[src/rtl/core/bsm_pkg.sv]
package bsm_pkg;

  localparam int unsigned BANK_REG_COUNT = 8;
  localparam int unsigned BankIdxW = $clog2(BANK_REG_COUNT);
  localparam int unsigned CfgIdxW = 2;
  localparam int unsigned CfgDataW = 7;

  localparam logic [2:0] OP_CPU_READ  = 3'd0;
  localparam logic [2:0] OP_CPU_WRITE = 3'd1;
  localparam logic [2:0] OP_PPU_READ  = 3'd2;
  localparam logic [2:0] OP_PPU_WRITE = 3'd3;
  localparam logic [2:0] OP_TICK      = 3'd4;

  localparam logic [2:0] TGT_NONE    = 3'd0;
  localparam logic [2:0] TGT_PRG_ROM = 3'd1;
  localparam logic [2:0] TGT_PRG_RAM = 3'd2;
  localparam logic [2:0] TGT_CHR     = 3'd3;
  localparam logic [2:0] TGT_NT      = 3'd4;

  localparam logic [CfgIdxW-1:0] CFG_PRG_BANK_COUNT    = 2'd0;
  localparam logic [CfgIdxW-1:0] CFG_QUAD_NT           = 2'd1;
  localparam logic [CfgIdxW-1:0] CFG_INITIAL_MIRRORING = 2'd2;
  localparam logic [CfgIdxW-1:0] CFG_CHR_IS_RAM        = 2'd3;

  localparam logic [6:0] PRG_BANK_COUNT_RESET = 7'd32;

  typedef struct packed {
    logic [2:0]  operation;
    logic [15:0] bus_address;
    logic [7:0]  write_data;
  } in_item_t;

  typedef struct packed {
    logic [2:0]  target;
    logic [18:0] mapped_address;
    logic        write_allowed;
    logic        irq_line;
  } out_item_t;

  typedef struct packed {
    logic [6:0] prg_bank_count;
    logic       quad_nt;
    logic       chr_is_ram;
  } cfg_t;

  typedef struct packed {
    logic [7:0]                          bank_select;
    logic [BANK_REG_COUNT-1:0][7:0]      bank_regs;
    logic                                mirror_horizontal;
    logic [1:0]                          ram_control;
    logic [7:0]                          scan_latch;
    logic [7:0]                          scan_count;
    logic                                scan_reload;
    logic                                scan_enable;
    logic                                irq_pending;
  } map_state_t;

endpackage

[src/rtl/core/bank_switch_mapper_scanline_irq.sv]
// Bank-switching cartridge mapper with a scanline interrupt counter.
// Input channel (in_valid_i / in_stall_o / in_item_i): one CPU read or write,
// PPU read or write, or scanline tick per item. Output channel (out_valid_o /
// out_stall_i / out_item_o): exactly one result per item, in order: target
// memory, translated address, write permission and the interrupt line.
// Configuration: cfg_we_i with cfg_index_i and cfg_data_i writes one register
// (index 2, initial mirroring, is ignored); write only while no item is in flight.
// An accepted item is registered in the input register, then decoded against
// the mapper state into the result register once that register can advance,
// and its result is offered from there until the receiver takes it.
// Throughput is one item per cycle while the receiver does not stall, set by
// the single decode stage between the input and result registers; mapper
// state updates in that same stage.
// When the receiver stalls, the result register holds and the input register
// still takes one more item; the input stalls only while both are full.
// Reset empties both registers, clears the bank, mirroring, RAM and interrupt
// state, and returns the configuration to 32 PRG banks, mirrored nametables
// and CHR ROM.
module bank_switch_mapper_scanline_irq (
  input  logic                            clk_i,
  input  logic                            rst_ni,
  input  logic                            in_valid_i,
  output logic                            in_stall_o,
  input  bsm_pkg::in_item_t               in_item_i,
  output logic                            out_valid_o,
  input  logic                            out_stall_i,
  output bsm_pkg::out_item_t              out_item_o,
  input  logic                            cfg_we_i,
  input  logic [bsm_pkg::CfgIdxW-1:0]     cfg_index_i,
  input  logic [bsm_pkg::CfgDataW-1:0]    cfg_data_i
);
  import bsm_pkg::*;

  in_item_t   item_q;
  logic       item_valid_q;
  out_item_t  res_q;
  out_item_t  res_d;
  logic       res_valid_q;
  map_state_t state_q;
  map_state_t state_d;
  cfg_t       cfg_q;
  logic       advance;

  assign advance    = !res_valid_q || !out_stall_i;
  assign in_stall_o = item_valid_q && !advance;

  bsm_core u_core (
    .item_i   (item_q),
    .cfg_i    (cfg_q),
    .state_i  (state_q),
    .state_o  (state_d),
    .result_o (res_d)
  );

  always_ff @(posedge clk_i or negedge rst_ni) begin
    if (!rst_ni) begin
      item_valid_q <= 1'b0;
    end else if (!in_stall_o) begin
      item_valid_q <= in_valid_i;
    end
  end

  always_ff @(posedge clk_i) begin
    if (!in_stall_o && in_valid_i) begin
      item_q <= in_item_i;
    end
  end

  always_ff @(posedge clk_i or negedge rst_ni) begin
    if (!rst_ni) begin
      res_valid_q <= 1'b0;
      res_q       <= '0;
      state_q     <= '0;
    end else if (advance) begin
      res_valid_q <= item_valid_q;
      if (item_valid_q) begin
        res_q   <= res_d;
        state_q <= state_d;
      end
    end
  end

  always_ff @(posedge clk_i or negedge rst_ni) begin
    if (!rst_ni) begin
      cfg_q.prg_bank_count <= PRG_BANK_COUNT_RESET;
      cfg_q.quad_nt        <= 1'b0;
      cfg_q.chr_is_ram     <= 1'b0;
    end else if (cfg_we_i) begin
      case (cfg_index_i)
        CFG_PRG_BANK_COUNT: cfg_q.prg_bank_count <= cfg_data_i;
        CFG_QUAD_NT:        cfg_q.quad_nt        <= cfg_data_i[0];
        CFG_CHR_IS_RAM:     cfg_q.chr_is_ram     <= cfg_data_i[0];
        default: begin
        end
      endcase
    end
  end

  assign out_valid_o = res_valid_q;
  assign out_item_o  = res_q;

endmodule

[src/rtl/core/bsm_core.sv]
module bsm_core (
  input  bsm_pkg::in_item_t   item_i,
  input  bsm_pkg::cfg_t       cfg_i,
  input  bsm_pkg::map_state_t state_i,
  output bsm_pkg::map_state_t state_o,
  output bsm_pkg::out_item_t  result_o
);
  import bsm_pkg::*;

  logic [15:0] addr;
  logic [13:0] ppu_addr;
  logic [12:0] chr_addr;
  logic [5:0]  top_bank;
  logic [5:0]  second_bank;
  logic [5:0]  prg_bank;
  logic [18:0] prg_addr;
  logic [18:0] chr_mapped;
  logic [18:0] nt_mapped;
  logic [7:0]  cnt_next;

  assign addr        = item_i.bus_address;
  assign ppu_addr    = addr[13:0];
  assign chr_addr    = {ppu_addr[12] ^ state_i.bank_select[7], ppu_addr[11:0]};
  assign top_bank    = cfg_i.prg_bank_count[5:0] - 6'd1;
  assign second_bank = cfg_i.prg_bank_count[5:0] - 6'd2;

  always_comb begin
    case (addr[14:13])
      2'd0:    prg_bank = state_i.bank_select[6] ? second_bank : state_i.bank_regs[6][5:0];
      2'd1:    prg_bank = state_i.bank_regs[7][5:0];
      2'd2:    prg_bank = state_i.bank_select[6] ? state_i.bank_regs[6][5:0] : second_bank;
      default: prg_bank = top_bank;
    endcase
  end

  assign prg_addr = {prg_bank, addr[12:0]};

  always_comb begin
    case (chr_addr[12:10])
      3'd0, 3'd1: chr_mapped = {1'b0, state_i.bank_regs[0][7:1], chr_addr[10:0]};
      3'd2, 3'd3: chr_mapped = {1'b0, state_i.bank_regs[1][7:1], chr_addr[10:0]};
      3'd4:       chr_mapped = {1'b0, state_i.bank_regs[2], chr_addr[9:0]};
      3'd5:       chr_mapped = {1'b0, state_i.bank_regs[3], chr_addr[9:0]};
      3'd6:       chr_mapped = {1'b0, state_i.bank_regs[4], chr_addr[9:0]};
      default:    chr_mapped = {1'b0, state_i.bank_regs[5], chr_addr[9:0]};
    endcase
  end

  always_comb begin
    if (cfg_i.quad_nt) begin
      nt_mapped = {7'd0, ppu_addr[11:0]};
    end else if (state_i.mirror_horizontal) begin
      nt_mapped = {8'd0, ppu_addr[11], ppu_addr[9:0]};
    end else begin
      nt_mapped = {8'd0, ppu_addr[10:0]};
    end
  end

  always_comb begin
    state_o  = state_i;
    result_o = '0;
    cnt_next = state_i.scan_count;
    case (item_i.operation)
      OP_CPU_READ, OP_CPU_WRITE: begin
        if (addr[15:13] == 3'b011) begin
          if (state_i.ram_control[1]) begin
            result_o.target         = TGT_PRG_RAM;
            result_o.mapped_address = {6'd0, addr[12:0]};
            result_o.write_allowed  = (item_i.operation == OP_CPU_WRITE) &&
                                      !state_i.ram_control[0];
          end
        end else if (addr[15]) begin
          if (item_i.operation == OP_CPU_WRITE) begin
            case (addr[14:13])
              2'd0: begin
                if (!addr[0]) begin
                  state_o.bank_select = item_i.write_data;
                end else begin
                  for (int i = 0; i < BANK_REG_COUNT; i++) begin
                    if (state_i.bank_select[BankIdxW-1:0] == BankIdxW'(i)) begin
                      state_o.bank_regs[i] = item_i.write_data;
                    end
                  end
                end
              end
              2'd1: begin
                if (!addr[0]) begin
                  if (!cfg_i.quad_nt) begin
                    state_o.mirror_horizontal = item_i.write_data[0];
                  end
                end else begin
                  state_o.ram_control = item_i.write_data[7:6];
                end
              end
              2'd2: begin
                if (!addr[0]) begin
                  state_o.scan_latch = item_i.write_data;
                end else begin
                  state_o.scan_reload = 1'b1;
                end
              end
              default: begin
                if (!addr[0]) begin
                  state_o.scan_enable = 1'b0;
                  state_o.irq_pending = 1'b0;
                end else begin
                  state_o.scan_enable = 1'b1;
                end
              end
            endcase
          end else begin
            result_o.target         = TGT_PRG_ROM;
            result_o.mapped_address = prg_addr;
          end
        end
      end
      OP_PPU_READ, OP_PPU_WRITE: begin
        if (!ppu_addr[13]) begin
          result_o.target         = TGT_CHR;
          result_o.mapped_address = chr_mapped;
          result_o.write_allowed  = (item_i.operation == OP_PPU_WRITE) && cfg_i.chr_is_ram;
        end else if (ppu_addr[13:8] != 6'h3f) begin
          result_o.target         = TGT_NT;
          result_o.mapped_address = nt_mapped;
          result_o.write_allowed  = (item_i.operation == OP_PPU_WRITE);
        end
      end
      OP_TICK: begin
        if ((state_i.scan_count == 8'd0) || state_i.scan_reload) begin
          cnt_next            = state_i.scan_latch;
          state_o.scan_reload = 1'b0;
        end else begin
          cnt_next = state_i.scan_count - 8'd1;
        end
        state_o.scan_count = cnt_next;
        if ((cnt_next == 8'd0) && state_i.scan_enable) begin
          state_o.irq_pending = 1'b1;
        end
      end
      default: begin
      end
    endcase
    result_o.irq_line = state_o.irq_pending;
  end

endmodule

[config.mk]
export PLATFORM = sky130hd
export DESIGN_NAME = bank_switch_mapper_scanline_irq
export DESIGN_NICKNAME = d
export VERILOG_FILES = /design/src/rtl/core/bsm_pkg.sv /design/src/rtl/core/bank_switch_mapper_scanline_irq.sv /design/src/rtl/core/bsm_core.sv
export SDC_FILE = /design/constraint.sdc
export NUM_CORES = 1
export LEC_CHECK = 0
export BUFFER_PORTS_ARGS = -buffer_cell sky130_fd_sc_hd__buf_2
export CORE_ASPECT_RATIO = 1.25
export CORE_MARGIN = 8
export CORE_UTILIZATION = 25
export DETAILED_ROUTE_END_ITERATION = 10
export SLEW_MARGIN = 25
export SYNTH_ARGS = -nofsm -noshare
export SYNTH_HDL_FRONTEND = slang
export SYNTH_SLANG_ARGS = --single-unit
[constraint.sdc]
create_clock -name clk_i -period 2.1 [get_ports clk_i]
set_clock_uncertainty 0.2 [all_clocks]
set_input_delay 0.42 -clock clk_i [delete_from_list [all_inputs] [get_ports clk_i]]
set_output_delay 0.42 -clock clk_i [all_outputs]
set_load 0.02 [all_outputs]
==> results of run 1 <==
[per-stage QoR]
step	util	cells	setup WS (ns)	area (um^2)	setup TNS [ns]
6_report	0.333	1031	0.0316	8630	0
5_1_grt	0.333	1031	-0.0518	8630	-0.874
4_1_cts	0.330	1029	0.00750	8570	0
3_5_place_dp	0.295	966	-0.167	7660	-4.65
3_3_place_gp	0.295	966	-0.139	7660	-3.48
2_1_floorplan	-	538	-0.0519	6580	-1.17
[flip-flops by register name (all words and copies together), names as in the netlist]
name	count
cfg_q	8
item_q	27
item_valid_q	1
out_item_o	23
out_valid_o	1
state_q	85
[cells in the final DEF, fill, tap and decap left out, types with 6 or more instances in the layout]
cell and instances:
dfrtp_1 117, mux2_2 82, buf_2 64, buf_4 44, nand2_1 39, nor2_1 35, dlygate4sd3_1 31, o21ai_0 27
edfxtp_1 27, a21oi_1 22, clkbuf_16 17, nand3_1 14, a22o_1 12, inv_1 11, nor3_1 8, o211ai_1 7
a211oi_1 7, mux2i_1 7, xor2_1 6, xnor2_1 6
[cell families (layout without fill, tap and decap cells)]
group,count (synthesis),after routing
AO/OA/AOI/OAI,110,110
flip-flops,145,145
adder cells (fa/ha/maj),5,5
XOR/XNOR,12,12
multiplexers,94,94
AND/OR/NAND/NOR,134,134
buffers and inverters,38,191
[final cells by class]
class | instances | area, um^2
inverters | 11 | 41.3
repair buffers | 148 | 1110
well taps | 340 | 425
clock inverters | 9 | 109
flip-flops and latches | 145 | 3760
multi-input cells | 355 | 2700
fillers | 2608 | 17300
clock buffers | 23 | 478
[metal layers]
metal / track usage / share of wire / vias to the layer above
met5: 0 / 0 / -
met3: 0.0288 / 0.056 / 23
met2: 0.183 / 0.49 / 107
met1: 0.138 / 0.44 / 2395
met4: 0.0450 / 0.020 / 0
li1: - / - / 2261
[synthesized netlist by cell type (4+ instances only)]
cell | number | area (um^2)
buf_1 | 4 | 15.0
a22o_1 | 12 | 105
a21oi_1 | 22 | 110
nor3_1 | 8 | 40.0
nand2_1 | 39 | 146
dfrtp_1 | 117 | 2930
edfxtp_1 | 27 | 811
o211ai_1 | 7 | 52.6
mux2_1 | 4 | 45.0
o21ai_0 | 28 | 140
clkbuf_1 | 19 | 71.3
xnor2_1 | 6 | 52.6
mux2i_1 | 7 | 70.1
nor2b_1 | 5 | 31.3
inv_1 | 11 | 41.3
o221ai_1 | 5 | 43.8
nor4_1 | 4 | 25.0
nand3_1 | 15 | 75.1
nand2b_1 | 4 | 25.0
a211oi_1 | 7 | 52.6
mux2_2 | 82 | 923
ha_1 | 5 | 62.6
xor2_1 | 6 | 52.6
nor2_1 | 35 | 131
[how the worst max path moves through the flow]
stage                              endpoint  slack, ns  cells after the start
floorplan           state_q[11]$_DFFE_PN0P_      -0.05                      7
detailed placement  state_q[16]$_DFFE_PN0P_      -0.17                      8
global route        state_q[12]$_DFFE_PN0P_      -0.05                      7
CTS                 state_q[16]$_DFFE_PN0P_      0.007                      7
global placement    state_q[18]$_DFFE_PN0P_      -0.14                      8
finish               state_q[1]$_DFFE_PN0P_       0.03                      6
[critical path: stages, from the launching register on]
cell      delay, ns
edfxtp_1       0.41
or2_1          0.25
or2_4          0.28
buf_4          0.15
buf_4          0.12
nor3_1         0.18
mux2_2         0.36
[power by group through the flow]
stage | Sequential [mW] | Combinational [mW] | Clock [mW]
6_report | 3.28 | 1.03 | 2.99
5_1_grt | 3.32 | 1.15 | 3.15
4_1_cts | 3.28 | 1.03 | 3.05
3_5_place_dp | 3.33 | 0.979 | 0
3_3_place_gp | 3.32 | 0.959 | 0
2_1_floorplan | 3.29 | 0.572 | 0
[repair_timing]
action / CTS / global route
hold buffers: 31 / 0
buffers inserted: 0 / 2
pin swaps: 3 / 1
resized for setup: 4 / 14
setup endpoints to repair: 38 / 51
hold endpoints to repair: 57 / 0
==> impl_results.md, run 1 <==
- WHS: ~0.029 ns
- Core area: 25900 um^2
- Clock share of power: 0.409
- Initial antenna violation count: 0
- Post-DR vias/cell: roughly 4.6
- Distinct cells, synth: 63
- HPWL Detailed: between 10000 and 15000 um
- FF-to-FF Start: item_q[26]$_DFFE_PP_
- NetSw: 1.92 mW
- IO Pins: 67
- # H-tree levels: 4
- #FFs+latches synth: 145
- Sink Count: about 150
- TritonCTS clock tree: yes
- Die H: roughly 200 um
- Syn nets: 584
- Antenna diodes: 0
- Post-synthesis mux area share: 0.162
- Final max-slew violation count: 0
- Largest family of logic cells by synthesized area: multiplexers
- Post-synthesis xor/xnor area fraction: 0.0160
- RSZ-0062 raised after global routing: yes
- Grt ovf: 0
- FFs w/ async S/R, synth: 0.814
- Clk slew on worst S/H paths: 0.06 ns
- First-pass GRT wire length: 28000 um
- Post-route DRC: 0
- VDD IR max: 558 uV
- Leakage: ~3.9 nW
- Worst Min Path Start: cfg_data_i[5]
- Final net count: about 720
- Crit Path Category: reg2reg
- CTS max path bufs: 2
- Register-to-register setup slack: between 0.03 and 0.04 ns
- Simple-Gate Fraction of Synth Area: 0.102
- Pwr per Cell Area: between 800 and 900 nW/um^2
- Largest net degree at the start of global routing: 36
- Routed Antenna Nets: 0
- Critical Path End Type: flip-flop
- Post-synth EDFFs: 27
- Fraction of layout cells with a size suffix above 1: 0.360
- Vias: 4786
- Row cnt: 66
- Starting Density: 0.253
- Clock root buffer: clkbuf_16
- Overall power: 7.31 mW
- Vias in the first global route: 5048
- GRT Util Overall: 0.112
- Sequential area share after synthesis: 0.574
- Worst reg2reg path depth: 6
- Critical Path AT: approximately 2.2 ns
- Final hold viol count: 0
- Startpoint class of the critical path: flip-flop
- Gpl congestion: 0.822
- Min cycle time layout: approximately 2.1 ns
- Initial DRC count: 264
- Reg power frac: 0.449
- Routed length per instance: ~17 um
- Area grow syn2layout: 31.4%
- CP startpoint: item_q[26]$_DFFE_PP_
- Die area: around 32000 um^2
- Pint: between 5 and 6 mW
- Worst Hold Class: in2reg
- Final critical-path share of the clock period: 0.985
- Final setup viols: 0
- Switching Share: 0.262
- Die X: 161 um
- CP required: roughly 2.2 ns
- Syn_area_per_cell: around 12 um^2
- Clock Latency Late Sink: between 0.4 and 0.5 ns
- Least-Margin Pin Slew: roughly 0.52 ns
- Input/output buffers: 65
- Slew margin rel.: 0.654
- Post-Syn Area: between 6000 and 7000 um^2
- Top FF cell, synth: dfrtp_1
- TritonCTS Buffers: 17
- Compound-Gate Fraction of Synth Area: 0.115
- Synthesis warning total: 0
- Worst hold path depth: 2
- Cells after synthesis: ~540
- Synth Area in Adders: 0.00953
- Router iterations before antenna repair: 4
- Status: completed
- Final WL: ~17000 um
- Hold Path End: cfg_q[7]$_DFFE_PN1P_
- Logic gate share of total power: 0.141
- Crit path max fanout: 5
- Max-cap violation count: 0
- Reg2reg end: state_q[1]$_DFFE_PN0P_
- Max Clk Rate: approximately 480 MHz
No activity file was read; power rests on OpenSTA's default activity.
==> run 2, diff against run 1 <==
Settings changed: CORE_ASPECT_RATIO 1.25 to not set, CTS_BUF_LIST set to sky130_fd_sc_hd__clkbuf_8.
==> impl_results.md, run 2 (same netlist as run 1, synthesis figures left out) <==
- Post-DP Area: 7620 um^2
- Register-to-register setup slack: between 0.03 and 0.04 ns
- Die X: 178 um
- Routed Antenna Nets: 0
- CP startpoint: item_q[26]$_DFFE_PP_
- FF-to-FF Start: item_q[26]$_DFFE_PP_
- Reg2reg end: state_q[42]$_DFFE_PN0P_
- Max-cap violation count: 0
- Worst hold path depth: 3
- HPWL Detailed: 11900 um
- Final max-slew violation count: 0
- Fraction of layout cells with a size suffix above 1: 0.365
- Pwr per Cell Area: 812 nW/um^2
- Crit path max fanout: 8
- Status: completed
- Post-route DRC: 0
- Slowest cell on crit path: edfxtp_1
- Min cycle time layout: 2.07 ns
- Die area: roughly 32000 um^2
- CP required: 2.23 ns
- Final setup viols: 0
- Antenna diodes: 0
- Final WL: between 15000 and 20000 um
- Crit path buf inv count: 1
- Crit path max-delay family: simple AND/OR/NAND/NOR gates
- TritonCTS clock tree: yes
- RSZ-0062 raised after global routing: yes
- Final hold viol count: 0
- Non-filler cells, final: between 1000 and 1500
- Clk slew on worst S/H paths: 0.08 ns
- Initial antenna violation count: 0
- Critical Path AT: ~2.2 ns
- Sequential Area: around 3800 um^2
- Input/output buffers: 65
- Hold Path End: out_valid_o$_DFFE_PN0N_
- Slew margin rel.: 0.635
- Clock Latency Late Sink: 0.46 ns
- Vias: ~4800
- Leakage: 3.89 nW
- Most flops, register: state_q
- Die H: 178 um
- Core area: 25900 um^2
- Least-Margin Pin Slew: roughly 0.55 ns
- Starting Density: 0.253
- Row cnt: 59
- Gpl congestion: slightly above 0.8
- Area of the multi-input gates: roughly 2800 um^2
- Router iterations before antenna repair: 6
- Worst Min Path Start: out_stall_i
- Area grow syn2layout: 30.9%
- Routed length per instance: approximately 17 um
- Clock root buffer: clkbuf_8
- Crit Path Category: reg2reg
- Initial DRC count: approximately 380
- CP peak stage delay: roughly 0.42 ns
- Critical Path End Type: flip-flop
- TritonCTS Buffers: 17
- Grt ovf: 0
- Cell Count Post-Placement: 959
- Final critical-path share of the clock period: 0.984
- IO Pins: 67
- Critical path, cell by cell: or2_1 -> or2_4 -> nor3_4 -> nand3_2 -> buf_8 -> mux2_4
- VDD IR max: 452 uV
- Most frequent cells in the layout: dfrtp_1 (117), mux2_2 (82), buf_2 (64)
- WHS: slightly below 0.08 ns
- CTS max path bufs: 2
- Max reg flops: between 80 and 90
- Most common cell after layout, fill and taps aside: dfrtp_1
- Vias in the first global route: around 4900
- Startpoint class of the critical path: flip-flop
- Worst reg2reg path depth: 6
- Sink Count: 145
- Max Clk Rate: slightly below 500 MHz
- First-pass GRT wire length: approximately 27000 um
- Fillers: between 2000 and 3000
- Final design area excluding fillers: ~8600 um^2
- GRT Util Overall: 0.110
- Post-DR vias/cell: ~4.7
- Final net count: approximately 730
- # H-tree levels: 4
- Largest net degree at the start of global routing: 90
- Worst Hold Class: in2reg
## run 2: through the flow
stage | setup slack [ns] | total power [mW] | util | TNS, ns
5_1_grt | -0.0457 | 7.29 | 0.332 | -0.317
6_report | 0.0345 | 6.98 | 0.332 | 0
4_1_cts | 0.00323 | 6.99 | 0.326 | 0
3_5_place_dp | -0.146 | 4.30 | 0.294 | -4.47
2_1_floorplan | -0.0519 | 3.86 | - | -1.17
3_3_place_gp | -0.133 | 4.28 | 0.294 | -3.95
## run 2: repair_timing
action	in CTS	in global routing
hold buffers	35	0
setup buffers	1	3
endpoints found under the setup margin	43	43
pin swaps	3	4
hold endpoints to repair	151	0
resized for setup	2	24
## run 2: layout make-up
cell class,count,area share
clock inverter,15,0.0278
sequential,145,0.438
multi-input combinational,355,0.321
inverter,11,0.00481
timing repair buffer,152,0.132
clock buffer,17,0.0272
tap,335,0.0488
## run 2: how the worst max path moves through the flow
stage | endpoint | cells after the start
finish | state_q[42]$_DFFE_PN0P_ | 6
global route | state_q[0]$_DFFE_PN0P_ | 6
CTS | state_q[0]$_DFFE_PN0P_ | 7
detailed placement | state_q[20]$_DFFE_PN0P_ | 7
global placement | state_q[20]$_DFFE_PN0P_ | 7
floorplan | state_q[11]$_DFFE_PN0P_ | 7
## run 2: metal layers
metal / global-route usage / part of all wire / routed length [um] / up-vias
met5: 0 / 0 / 0 / -
met4: 0.0389 / 0.014 / 240 / 0
met3: 0.0286 / 0.056 / 954 / 17
met2: 0.165 / 0.45 / 7760 / 119
met1: 0.152 / 0.48 / 8220 / 2384
li1: - / - / - / 2281
## run 2: tightest hold or removal path, cell delays in order
cell	delay, ns
buf_2	0.09
buf_4	0.10
a21o_1	0.10
## run 2: report_power, final
group,internal [mW],switching [mW]
Clock,1.53,1.10
Sequential,3.07,0.211
Combinational,0.495,0.575
Total,5.09,1.89
